## config.mk

```make
export PLATFORM = sky130hd
export DESIGN_NAME = adaptive_threshold_peak_hold_top_flat
export DESIGN_NICKNAME = d
export VERILOG_FILES = /design/src/sv/atph_pkg.sv /design/src/sv/atph_stream_if.sv /design/src/sv/atph_cell.sv /design/src/sv/atph_window.sv /design/src/sv/atph_detect.sv /design/src/sv/adaptive_threshold_peak_hold_top.sv /design/src/flat_wrapper.sv
export VERILOG_INCLUDE_DIRS = /design/src /design/src/sv
export SDC_FILE = /design/constraint.sdc
export NUM_CORES = 2
export LEC_CHECK = 0
export BUFFER_PORTS_ARGS = -buffer_cell sky130_fd_sc_hd__buf_2
export CAP_MARGIN = 20
export CORE_ASPECT_RATIO = 1.5
export CORE_MARGIN = 10
export CORE_UTILIZATION = 45
export CTS_BUF_LIST = sky130_fd_sc_hd__clkbuf_2
export DETAILED_ROUTE_END_ITERATION = 10
export HOLD_SLACK_MARGIN = 0.05
export PLACE_DENSITY = 0.67
export RECOVER_POWER = 50
export SLEW_MARGIN = 5
export SYNTH_ARGS = -nofsm -noshare
export SYNTH_HDL_FRONTEND = slang
export SYNTH_SLANG_ARGS = --single-unit
```

## constraint.sdc

```tcl
create_clock -name i_clk -period 18.8 [get_ports i_clk]
set_input_delay 1.88 -clock i_clk [delete_from_list [all_inputs] [get_ports i_clk]]
set_output_delay 1.88 -clock i_clk [all_outputs]
set_load 0.02 [all_outputs]
```

## src/sv/adaptive_threshold_peak_hold_top_assert.svh

```systemverilog
// Assertion macros shared by the adaptive threshold peak hold RTL.
// Included by modules that carry concurrent assertions; no other dependencies.
`ifndef ADAPTIVE_THRESHOLD_PEAK_HOLD_TOP_ASSERT_SVH
`define ADAPTIVE_THRESHOLD_PEAK_HOLD_TOP_ASSERT_SVH

// same-cycle implication, disabled in reset
`define ATPH_ASSERT_IMP(lbl, clk, rst_n, ante, cons) \
    lbl: assert property (@(posedge clk) disable iff (!rst_n) (ante) |-> (cons)) \
        else $error("atph assertion failed");

// next-cycle implication, disabled in reset
`define ATPH_ASSERT_NXT(lbl, clk, rst_n, ante, cons) \
    lbl: assert property (@(posedge clk) disable iff (!rst_n) (ante) |=> (cons)) \
        else $error("atph assertion failed");

`endif

```

## src/sv/atph_pkg.sv

```systemverilog
// Shared types and constants for the adaptive threshold peak hold block.
// No dependencies.
package atph_pkg;

    localparam int unsigned SAMPLE_W   = 24;
    localparam int unsigned TIME_W     = 32;
    localparam int unsigned MULT_W     = 8;
    localparam int unsigned HOLD_W     = 16;
    localparam int unsigned CFG_DATA_W = 16;
    localparam int unsigned CFG_IDX_W  = 2;
    localparam int unsigned WINDOW_DEF = 20;

    localparam logic [MULT_W-1:0] MULT_RST = MULT_W'(24);   // 1.5 in Q4.4
    localparam logic [HOLD_W-1:0] HOLD_RST = HOLD_W'(5000);

    typedef enum logic [CFG_IDX_W-1:0] {
        REG_THRESHOLD_MULT = CFG_IDX_W'(0),
        REG_HOLD_MS        = CFG_IDX_W'(1)
    } t_cfg_reg;

    typedef struct packed {
        logic [TIME_W-1:0]   now_ms;
        logic [SAMPLE_W-1:0] sample;
    } t_in_item;

    typedef struct packed {
        logic [SAMPLE_W-1:0] held_peak;
        logic                above_threshold;
        logic                peak_cleared;
    } t_out_item;

endpackage

```

## src/sv/atph_stream_if.sv

```systemverilog
// Valid/ready stream channel carrying one payload beat per handshake.
// Payload type is a parameter; used with the structs in atph_pkg.
interface atph_stream_if #(
    parameter type T_PAYLOAD = logic
) ();
    logic     valid;
    logic     ready;
    T_PAYLOAD payload;

    modport source (output valid, output payload, input ready);
    modport sink   (input valid, input payload, output ready);
endinterface

```

## src/sv/atph_cell.sv

```systemverilog
// One window cell: holds one sample and passes it to the next cell on shift.
// Depends on atph_pkg.
module atph_cell
    import atph_pkg::*;
(
    input  logic                i_clk,
    input  logic                i_shift,
    input  logic [SAMPLE_W-1:0] i_d,
    output logic [SAMPLE_W-1:0] o_q
);

    logic [SAMPLE_W-1:0] r_q;

    always_ff @(posedge i_clk) begin
        if (i_shift) begin
            r_q <= i_d;
        end
    end

    assign o_q = r_q;

endmodule

```

## src/sv/atph_window.sv

```systemverilog
// Sample window as a chain of cells, plus running sum and fill count.
// Depends on atph_pkg, atph_cell and the assertion macro header.
`include "adaptive_threshold_peak_hold_top_assert.svh"

module atph_window
    import atph_pkg::*;
#(
    parameter int unsigned WINDOW = WINDOW_DEF,
    localparam int unsigned CW    = $clog2(WINDOW + 1),
    localparam int unsigned SW    = SAMPLE_W + CW
) (
    input  logic                i_clk,
    input  logic                i_rst_n,
    input  logic                i_shift,
    input  logic [SAMPLE_W-1:0] i_sample,
    output logic [SAMPLE_W-1:0] o_newest,
    output logic [CW-1:0]       o_count,
    output logic [SW-1:0]       o_sum
);

    logic [SAMPLE_W-1:0] w_q [WINDOW];
    logic [CW-1:0]       r_fill;
    logic [CW-1:0]       n_fill;
    logic [SW-1:0]       r_sum;
    logic [SW-1:0]       n_sum;
    logic                w_full;

    for (genvar k = 0; k < WINDOW; k++) begin : g_cell
        if (k == 0) begin : g_head
            atph_cell u_cell (
                .i_clk   (i_clk),
                .i_shift (i_shift),
                .i_d     (i_sample),
                .o_q     (w_q[k])
            );
        end else begin : g_body
            atph_cell u_cell (
                .i_clk   (i_clk),
                .i_shift (i_shift),
                .i_d     (w_q[k-1]),
                .o_q     (w_q[k])
            );
        end
    end

    assign w_full = (r_fill == CW'(WINDOW));

    // the sample falling off the tail is dropped from the sum once full
    always_comb begin
        n_sum  = r_sum + SW'(i_sample);
        n_fill = r_fill;
        if (w_full) begin
            n_sum = n_sum - SW'(w_q[WINDOW-1]);
        end else begin
            n_fill = r_fill + CW'(1);
        end
    end

    always_ff @(posedge i_clk) begin
        if (!i_rst_n) begin
            r_fill <= '0;
            r_sum  <= '0;
        end else if (i_shift) begin
            r_fill <= n_fill;
            r_sum  <= n_sum;
        end
    end

    assign o_newest = w_q[0];
    assign o_count  = r_fill;
    assign o_sum    = r_sum;

    `ATPH_ASSERT_IMP(a_fill_range, i_clk, i_rst_n, 1'b1, r_fill <= CW'(WINDOW))
    `ATPH_ASSERT_NXT(a_fill_grow, i_clk, i_rst_n, i_shift && !w_full, r_fill == $past(r_fill) + CW'(1))
    `ATPH_ASSERT_NXT(a_sum_hold, i_clk, i_rst_n, !i_shift, $stable(r_sum) && $stable(r_fill))

endmodule

```

## src/sv/atph_detect.sv

```systemverilog
// Threshold products, compare, peak register and output register.
// Depends on atph_pkg, atph_stream_if and the assertion macro header.
`include "adaptive_threshold_peak_hold_top_assert.svh"

module atph_detect
    import atph_pkg::*;
#(
    parameter int unsigned WINDOW = WINDOW_DEF,
    localparam int unsigned CW    = $clog2(WINDOW + 1),
    localparam int unsigned SW    = SAMPLE_W + CW,
    localparam int unsigned PA_W  = SAMPLE_W + CW,
    localparam int unsigned PB_W  = SW + MULT_W
) (
    input  logic                i_clk,
    input  logic                i_rst_n,
    input  logic                i_valid,
    output logic                o_ready,
    input  logic [SAMPLE_W-1:0] i_sample,
    input  logic [CW-1:0]       i_count,
    input  logic [SW-1:0]       i_sum,
    input  logic                i_cleared,
    input  logic [MULT_W-1:0]   i_mult,
    atph_stream_if.source       o_out
);

    logic                r_v2;
    logic [SAMPLE_W-1:0] r_sample2;
    logic [PA_W-1:0]     r_pa;
    logic [PB_W-1:0]     r_pb;
    logic                r_cleared2;
    logic                r_vo;
    t_out_item           r_out;
    logic [SAMPLE_W-1:0] r_peak;
    logic [SAMPLE_W-1:0] n_peak;
    logic                w_above;
    logic                w_o_ready;
    logic                w_s2_ready;

    assign w_o_ready  = !r_vo || o_out.ready;
    assign w_s2_ready = !r_v2 || w_o_ready;
    assign o_ready    = w_s2_ready;

    // stage 2: sample*count and sum*mult
    always_ff @(posedge i_clk) begin
        if (w_s2_ready && i_valid) begin
            r_sample2  <= i_sample;
            r_pa       <= PA_W'(i_sample) * PA_W'(i_count);
            r_pb       <= PB_W'(i_sum) * PB_W'(i_mult);
            r_cleared2 <= i_cleared;
        end
    end

    // sample*count*16 > sum*mult
    assign w_above = {4'b0, r_pa, 4'b0} > r_pb;

    always_comb begin
        n_peak = r_peak;
        if (w_above) begin
            n_peak = r_sample2;
        end
        if (r_cleared2) begin
            n_peak = '0;
        end
    end

    always_ff @(posedge i_clk) begin
        if (!i_rst_n) begin
            r_v2   <= 1'b0;
            r_vo   <= 1'b0;
            r_peak <= '0;
        end else begin
            if (w_s2_ready) begin
                r_v2 <= i_valid;
            end
            if (w_o_ready) begin
                r_vo <= r_v2;
                if (r_v2) begin
                    r_peak <= n_peak;
                end
            end
        end
    end

    always_ff @(posedge i_clk) begin
        if (w_o_ready && r_v2) begin
            r_out.held_peak       <= n_peak;
            r_out.above_threshold <= w_above;
            r_out.peak_cleared    <= r_cleared2;
        end
    end

    assign o_out.valid   = r_vo;
    assign o_out.payload = r_out;

    `ATPH_ASSERT_IMP(a_clear_zero, i_clk, i_rst_n, r_vo && r_out.peak_cleared, r_out.held_peak == '0)
    `ATPH_ASSERT_IMP(a_above_nonzero, i_clk, i_rst_n, r_vo && r_out.above_threshold && !r_out.peak_cleared, r_out.held_peak != '0)
    `ATPH_ASSERT_IMP(a_peak_match, i_clk, i_rst_n, r_vo, r_peak == r_out.held_peak)

endmodule

```

## src/sv/adaptive_threshold_peak_hold_top.sv

```systemverilog
// Adaptive threshold peak hold: takes one sample beat per cycle when not stalled and returns
// one result beat per sample. The rate is set by the running-sum update in the window cell
// chain, which completes in the cycle a beat is accepted; the two multiplies and the compare
// follow in registered stages. Each stage holds under output backpressure only while it is
// full, so bubbles still fill. Configuration (threshold multiplier in Q4.4, hold time in ms)
// must be written only while the block is idle, which the block does not enforce.
// Depends on atph_pkg, atph_stream_if, atph_window, atph_cell and atph_detect.
module adaptive_threshold_peak_hold_top
    import atph_pkg::*;
#(
    parameter int unsigned WINDOW = WINDOW_DEF,
    localparam int unsigned CW    = $clog2(WINDOW + 1),
    localparam int unsigned SW    = SAMPLE_W + CW
) (
    input  logic                  i_clk,
    input  logic                  i_rst_n,
    input  logic                  i_cfg_we,
    input  logic [CFG_IDX_W-1:0]  i_cfg_idx,
    input  logic [CFG_DATA_W-1:0] i_cfg_data,
    atph_stream_if.sink           i_in,
    atph_stream_if.source         o_out
);

    logic [MULT_W-1:0]   r_mult;
    logic [HOLD_W-1:0]   r_hold;
    logic [TIME_W-1:0]   r_deadline;
    logic                r_v1;
    logic                r_cleared1;
    logic                w_det_ready;
    logic                w_s1_ready;
    logic                w_accept;
    logic                w_timeout;
    logic [SAMPLE_W-1:0] w_newest;
    logic [CW-1:0]       w_count;
    logic [SW-1:0]       w_sum;

    always_ff @(posedge i_clk) begin
        if (!i_rst_n) begin
            r_mult <= MULT_RST;
            r_hold <= HOLD_RST;
        end else if (i_cfg_we) begin
            unique case (i_cfg_idx)
                REG_THRESHOLD_MULT: r_mult <= i_cfg_data[MULT_W-1:0];
                REG_HOLD_MS:        r_hold <= i_cfg_data[HOLD_W-1:0];
                default: ;
            endcase
        end
    end

    assign w_s1_ready = !r_v1 || w_det_ready;
    assign w_accept   = i_in.valid && w_s1_ready;
    assign i_in.ready = w_s1_ready;
    assign w_timeout  = i_in.payload.now_ms > r_deadline;

    always_ff @(posedge i_clk) begin
        if (!i_rst_n) begin
            r_v1       <= 1'b0;
            r_deadline <= '0;
        end else begin
            if (w_s1_ready) begin
                r_v1 <= i_in.valid;
            end
            if (w_accept && w_timeout) begin
                r_deadline <= i_in.payload.now_ms + TIME_W'(r_hold);
            end
        end
    end

    always_ff @(posedge i_clk) begin
        if (w_accept) begin
            r_cleared1 <= w_timeout;
        end
    end

    // window state doubles as the stage-1 payload: it only moves on accept
    atph_window #(
        .WINDOW (WINDOW)
    ) u_window (
        .i_clk    (i_clk),
        .i_rst_n  (i_rst_n),
        .i_shift  (w_accept),
        .i_sample (i_in.payload.sample),
        .o_newest (w_newest),
        .o_count  (w_count),
        .o_sum    (w_sum)
    );

    atph_detect #(
        .WINDOW (WINDOW)
    ) u_detect (
        .i_clk     (i_clk),
        .i_rst_n   (i_rst_n),
        .i_valid   (r_v1),
        .o_ready   (w_det_ready),
        .i_sample  (w_newest),
        .i_count   (w_count),
        .i_sum     (w_sum),
        .i_cleared (r_cleared1),
        .i_mult    (r_mult),
        .o_out     (o_out)
    );

endmodule

```

## src/flat_wrapper.sv

```systemverilog
// flat-port wrapper written by rule: the top's interface ports become plain ports
module adaptive_threshold_peak_hold_top_flat import atph_pkg::*;
#(
    parameter int unsigned WINDOW = WINDOW_DEF,
    localparam int unsigned CW    = $clog2(WINDOW + 1),
    localparam int unsigned SW    = SAMPLE_W + CW
)
  (i_clk, i_rst_n, i_cfg_we, i_cfg_idx, i_cfg_data, i_in_valid, i_in_payload, i_in_ready, o_out_valid, o_out_payload, o_out_ready);
  atph_stream_if #(.T_PAYLOAD(t_in_item)) i_in_i ();
  atph_stream_if #(.T_PAYLOAD(t_out_item)) o_out_i ();
  input  logic i_clk;
  input  logic i_rst_n;
  input  logic i_cfg_we;
  input  logic [CFG_IDX_W-1:0] i_cfg_idx;
  input  logic [CFG_DATA_W-1:0] i_cfg_data;
  input wire logic [$bits(i_in_i.valid)-1:0] i_in_valid;
  input wire logic [$bits(i_in_i.payload)-1:0] i_in_payload;
  output wire logic [$bits(i_in_i.ready)-1:0] i_in_ready;
  output wire logic [$bits(o_out_i.valid)-1:0] o_out_valid;
  output wire logic [$bits(o_out_i.payload)-1:0] o_out_payload;
  input wire logic [$bits(o_out_i.ready)-1:0] o_out_ready;
  assign i_in_i.valid = i_in_valid;
  assign i_in_i.payload = i_in_payload;
  assign i_in_ready = i_in_i.ready;
  assign o_out_valid = o_out_i.valid;
  assign o_out_payload = o_out_i.payload;
  assign o_out_i.ready = o_out_ready;
  adaptive_threshold_peak_hold_top #(.WINDOW(WINDOW)) u_core (.i_clk(i_clk), .i_rst_n(i_rst_n), .i_cfg_we(i_cfg_we), .i_cfg_idx(i_cfg_idx), .i_cfg_data(i_cfg_data), .i_in(i_in_i), .o_out(o_out_i));
endmodule
```

======== Yosys cells after proc, flatten, opt, wreduce, memory -nomap -nowiden ========
Index checks and enable logic that the tools add are counted.
word-level totals
  bits in registers ....................... 715
  input port bits ......................... 79
  output and inout bits ................... 28
  logic and storage cells ................. 66
cells by class
  add/subtract/negate cells ............... 4
  $mul .................................... 2
  $lt $le $gt $ge ......................... 2
  eq/ne operators ......................... 2
  muxes and demuxes ....................... 3
  bitwise gates (word level) .............. 1
  reductions and logical operators ........ 15
operators by type and width
  operator                                                         count
  24-bit 2-to-1 mux                                                2
  33-bit by 37-bit greater-than comparator with 1-bit output       1
  29-bit by 8-bit multiplier with 37-bit output                    1
  32-bit by 16-bit adder with 32-bit output                        1
  32-bit greater-than comparator                                   1
  29-bit by 24-bit adder with 29-bit output                        1
  24-bit by 5-bit multiplier with 29-bit output                    1
  29-bit 2-to-1 mux                                                1
  29-bit by 24-bit subtractor with 29-bit output                   1
  2-bit AND reduction                                              4
  5-bit by 1-bit adder with 5-bit output, second input constant    1
  5-bit == test, second input constant                             1
  1-bit logical AND                                                4
  1-bit logical NOT                                                3
  1-bit logical OR                                                 3
  2-bit by 1-bit == test with 1-bit output, second input constant  1
  2-bit logical NOT                                                1
  1-bit NOT                                                        1

======== Depth between registers and ports, before layout ========
  word-level depth ........................ 6
  mapped depth ............................ 22
  depth with buffers taken out ............ 22

======== Modules after synthesis ========
Synthesis repeated with hierarchy kept, for this count alone.
second synthesis, totals
  cells, all modules ...................... 3260
  area, all modules ....................... 39261.4 um^2
modules (own cells, without submodules)
  module                            times used  cells each  area each (um^2)  sequential area each (um^2)
  atph_detect                       1           1747        16719.8           4033.9
  atph_cell                         20          24          720.7             720.7
  atph_window                       1           540         4107.7            680.7
  adaptive_threshold_peak_hold_top  1           493         4020.1            1171.1

======== Least setup slack after synthesis ========
Ideal clock, no wire load.
  path type ............................... input-to-reg
  start point ............................. in o_out_ready
  end point ............................... reg u_core.u_window.r_sum[11] (netlist: u_core.u_window.o_sum[11])
  arrival time ............................ 16379 ps
  data required time ...................... 18008 ps
  path slack .............................. 1629 ps
  stages on the path ...................... 7
  path buffers ............................ 2
  cell sequence ........................... nor2b_1 -> nand3_1 -> nand2_1 -> inv_1 -> clkbuf_1 -> buf_1 -> a311oi_1
on the way
  cells in the longest elaborated chain, start to end .. 4
RTL lines
  item                                                 RTL line                                text
  start: declaration                                   flat_wrapper.sv:21                      input wire logic [$bits(o_out_i.ready)-1:0] o_out_ready;
  1-bit logical OR                                     atph_detect.sv:39                       assign w_o_ready = !r_vo || o_out.ready;
  1-bit logical OR                                     atph_detect.sv:40                       assign w_s2_ready = !r_v2 || w_o_ready;
  1-bit logical OR                                     adaptive_threshold_peak_hold_top.sv:50  assign w_s1_ready = !r_v1 || w_det_ready;
  via i_in_ready                                       flat_wrapper.sv:18                      output wire logic [$bits(i_in_i.ready)-1:0] i_in_ready;
  1-bit logical AND                                    adaptive_threshold_peak_hold_top.sv:51  assign w_accept = i_in.valid && w_s1_ready;
  via u_core.u_window.g_cell[0].g_head.u_cell.i_shift  atph_cell.sv:7                          input logic i_shift,
  end signal: assignment                               atph_window.sv:65                       r_sum <= n_sum;
  end: declaration                                     atph_window.sv:24                       logic [SW-1:0] r_sum;
The timed path passes the listed nets, and every way through them passes these cells.
A chain may end at the register's enable or synchronous reset.

======== Worst setup path after layout ========
  start point ............................. in o_out_ready
  end point ............................... reg u_core.u_window.g_cell[5].g_body.u_cell.r_q[7], enable pin
on the way
  cells in the longest elaborated chain, start to end .. 4
RTL lines
  item                    RTL line                                text
  1-bit logical OR        atph_detect.sv:39
  1-bit logical OR        atph_detect.sv:40
  1-bit logical OR        adaptive_threshold_peak_hold_top.sv:50
  1-bit logical AND       adaptive_threshold_peak_hold_top.sv:51
  end signal: assignment  atph_cell.sv:16                         r_q <= i_d;
  end: declaration        atph_cell.sv:12                         logic [SAMPLE_W-1:0] r_q;
No other way between the ends.

==> flow_summary.ini <==
[die]
die_w_um = 258
pin_count = 107
die_h_um = 378
fp.coreArea_mm2 = 0.0849
rows = 131
start_util_pct = 45.2
die-area_mm2 = 0.0976

[run_status]
violations = capacitance limit, slew limit
outcome = complete, but fails checks

[finish]
fillers = 7716
area_growth_pct = 8.82
final_nets = 3851
fin_util_pct = 49.2
fin_cells = 4598
drive_above_1_share_pct = 11.8

[clock_network]
postCtsHoldBufs = 0
cts_setup_buffers = 0
clockBufferDepth = 3
clk_pin_slew_ns = 0.11
insertion_delay_ns = 1.44
numCtsBuffers = 170
htree_levels = 4
cts-resized-gates = 0
cts_tree = built
cts.sinks = 715
cts_root_buffer = clkbuf_2

[flow_run]
maxCapViolCount = 7

[placement]
pre_cts_slack_ns = 12.11
hpwl_um = 58900
dp.cells = 4277
place.gp.congestion = 0.892
portBuffers = 106

[detailed_routing]
drc = 0
vias = 23772
vias_per_cell = 5.17
drt-pass1-iter-count = 6
drt_iter0_drc = 1527
drt_wl_total_um = 83900
ant_nets = 0
routed_wire_length_per_instance_um = 18.2

[synth]
async_flop_share_pct = 0
synth_seq_cells = 715
netlist_instances = 3112
synth_top_cell_area_share_pct = 46.8
synthXorXnorAreaFrac_pct = 2.90
yosysMostFrequentCell = edfxtp_1
synthTopCellsByCount = edfxtp_1, inv_1, nand2_1, fa_1, and2_1
synth_cell_type_count = 89
synth_ff_type = edfxtp_1
synth-edff-count = 598
syn_nets = 3643
synthAdderAreaFrac_pct = 19.3
yosys_warnings = 0
ys_seq_area_share_pct = 52.9
synth_top_family_by_area = adder cells
synth.cell_area_mm2 = 0.0384
synthSimpleGateAreaFrac_pct = 10.5
synth_area_leaders = edfxtp_1, fa_1, ha_1
synth.avg_cell_area_um2 = 12.3
synth_mux_area_share_pct = 0.991
yosysTopAreaCell = edfxtp_1
synth_compound_area_share_pct = 8.76

[critical_path]
worstSetupStartpointType = input port
cp.arrival_ns = 9.64
crit_type = input port to flop
crit_fanout = 97
worst_ep_required_time_ns = 19.77
crit_path_end_kind = flop

[timing]
slew_headroom_pct = -171
setup_tns_ns = 0
fmax_ghz = 0.115
setup_viol = 0
worstMarginPinSlew_ns = 4.05
hold_viol = 0
layout_min_cycle_time_ns = 8.67
clock_skew_ns = 0.159
drv_slew = 361
fin_crit_sh_pct = 46.1
rsz0062_at_grt = no
worst_slack_ns = 10.13

[global_route]
grtUsageTotal_pct = 17.6
grt_max_degree = 191
grt.overflow.total = 0
first_global_vias = 24726
grt_pass1_wl_um = 134000
antenna_found_initial = 5

[power_and_ir_drop]
total_power_mw = 3.63
leakagePower_nw = 18.0
ir_drop_mv = 0.0588
power_density_mw_per_mm2 = 86.9

[hold_path]
min_path_type = flop to flop
[worst paths after layout]
| kind | end | cells after the start | startpoint | slack, ns |
|---|---|---|---|---|
| worst max register to register | u_core.u_window.g_cell[5].g_body.u_cell.o_q[7]$_DFFE_PP_ | 7 | u_core.u_detect.o_out.valid$_SDFFE_PN0P_ | 10.32 |
| worst max-delay path | u_core.u_window.g_cell[5].g_body.u_cell.o_q[7]$_DFFE_PP_ | 8 | o_out_ready | 10.13 |
| worst min register to register | u_core.u_window.g_cell[8].g_body.u_cell.o_q[23]$_DFFE_PP_ | 0 | u_core.u_window.g_cell[7].g_body.u_cell.o_q[23]$_DFFE_PP_ | 0.33 |
| worst min-delay path | u_core.u_window.g_cell[8].g_body.u_cell.o_q[23]$_DFFE_PP_ | 0 | u_core.u_window.g_cell[7].g_body.u_cell.o_q[23]$_DFFE_PP_ | 0.33 |
[worst max-delay path: stages]
cell	delay, ns
buf_2	0.09
nor2b_1	0.39
nand3_1	0.20
nand2_1	0.12
clkbuf_1	0.99
clkinvlp_2	3.72
buf_4	1.54
buf_4	0.57
[cell usage in the layout, fill, tap and decap left out, types with 29 or more instances in the layout]
| cell | netlist | final |
|---|---|---|
| nand3_1 | 35 | 35 |
| dfxtp_1 | 117 | 117 |
| clkinv_1 | 0 | 42 |
| o21a_1 | 29 | 29 |
| fa_1 | 231 | 231 |
| a21o_1 | 77 | 77 |
| edfxtp_1 | 598 | 598 |
| clkbuf_1 | 83 | 29 |
| o21ai_0 | 72 | 72 |
| mux2i_1 | 35 | 35 |
| nand2_1 | 293 | 293 |
| inv_1 | 362 | 361 |
| buf_2 | 1 | 84 |
| and2_1 | 226 | 222 |
| xnor2_1 | 92 | 92 |
| xor2_1 | 35 | 35 |
| clkbuf_2 | 0 | 247 |
| a21oi_1 | 165 | 164 |
| nor2_1 | 124 | 124 |
| ha_1 | 221 | 221 |
[where the power goes]
| group | switching [mW] | total (mW) | internal [mW] |
|---|---|---|---|
| clock network | 0.634 | 1.05 | 0.420 |
| registers | 0.0721 | 1.90 | 1.83 |
| logic | 0.402 | 0.671 | 0.269 |
| total | 1.11 | 3.63 | 2.52 |
[registers in the layout, summed over array words and instances (netlist names), 16 cells and up]
name                                      cells
u_core.u_window.g_cell.g_body.u_cell.o_q    456
u_core.u_detect.r_pb                         37
u_core.r_deadline                            32
u_core.u_detect.r_pa                         29
u_core.u_window.o_sum                        29
u_core.u_detect.o_out.payload                26
u_core.u_detect.r_peak                       24
u_core.u_detect.r_sample2                    24
u_core.u_window.g_cell.g_head.u_cell.o_q     24
u_core.r_hold                                16
[routing by layer]
metal / routed length, um / global-route usage, % / up-vias / share of wire, %
met5: 0 / 0 / - / 0
met4: 3090 / 8.53 / 0 / 3.7
met3: 4330 / 3.81 / 169 / 5.2
met2: 43300 / 31.1 / 606 / 52
met1: 33100 / 20.0 / 11738 / 39
li1: - / - / 11259 / -
[cell type report]
cell class	instances	area, um2	share of cell area [%]
Antenna cell	6	15.0	0.0359
Clock buffer	247	1240	2.96
Clock inverter	67	424	1.02
Inverter	363	1360	3.27
Multi-Input combinational cell	1938	16300	39.0
Sequential cell	715	20300	48.6
Tap cell	1130	1410	3.39
Timing Repair Buffer	132	704	1.69
[kinds of logic after synthesis]
family,count (synthesis)
multiplexers,37
adder cells (fa/ha/maj),452
AO/OA/AOI/OAI,506
flip-flops,715
AND/OR/NAND/NOR,816
XOR/XNOR,127
buffers and inverters,459
[metrics by stage]
step           instance area (um2)  hold WS (ns)
6_report                     41800         0.327
3_3_place_gp                 40100         0.400
4_1_cts                      41800         0.299
2_1_floorplan                38400         0.400
3_5_place_dp                 40100         0.405
5_1_grt                      41800         0.339
Note: power is estimated with default switching activity, not from simulation.
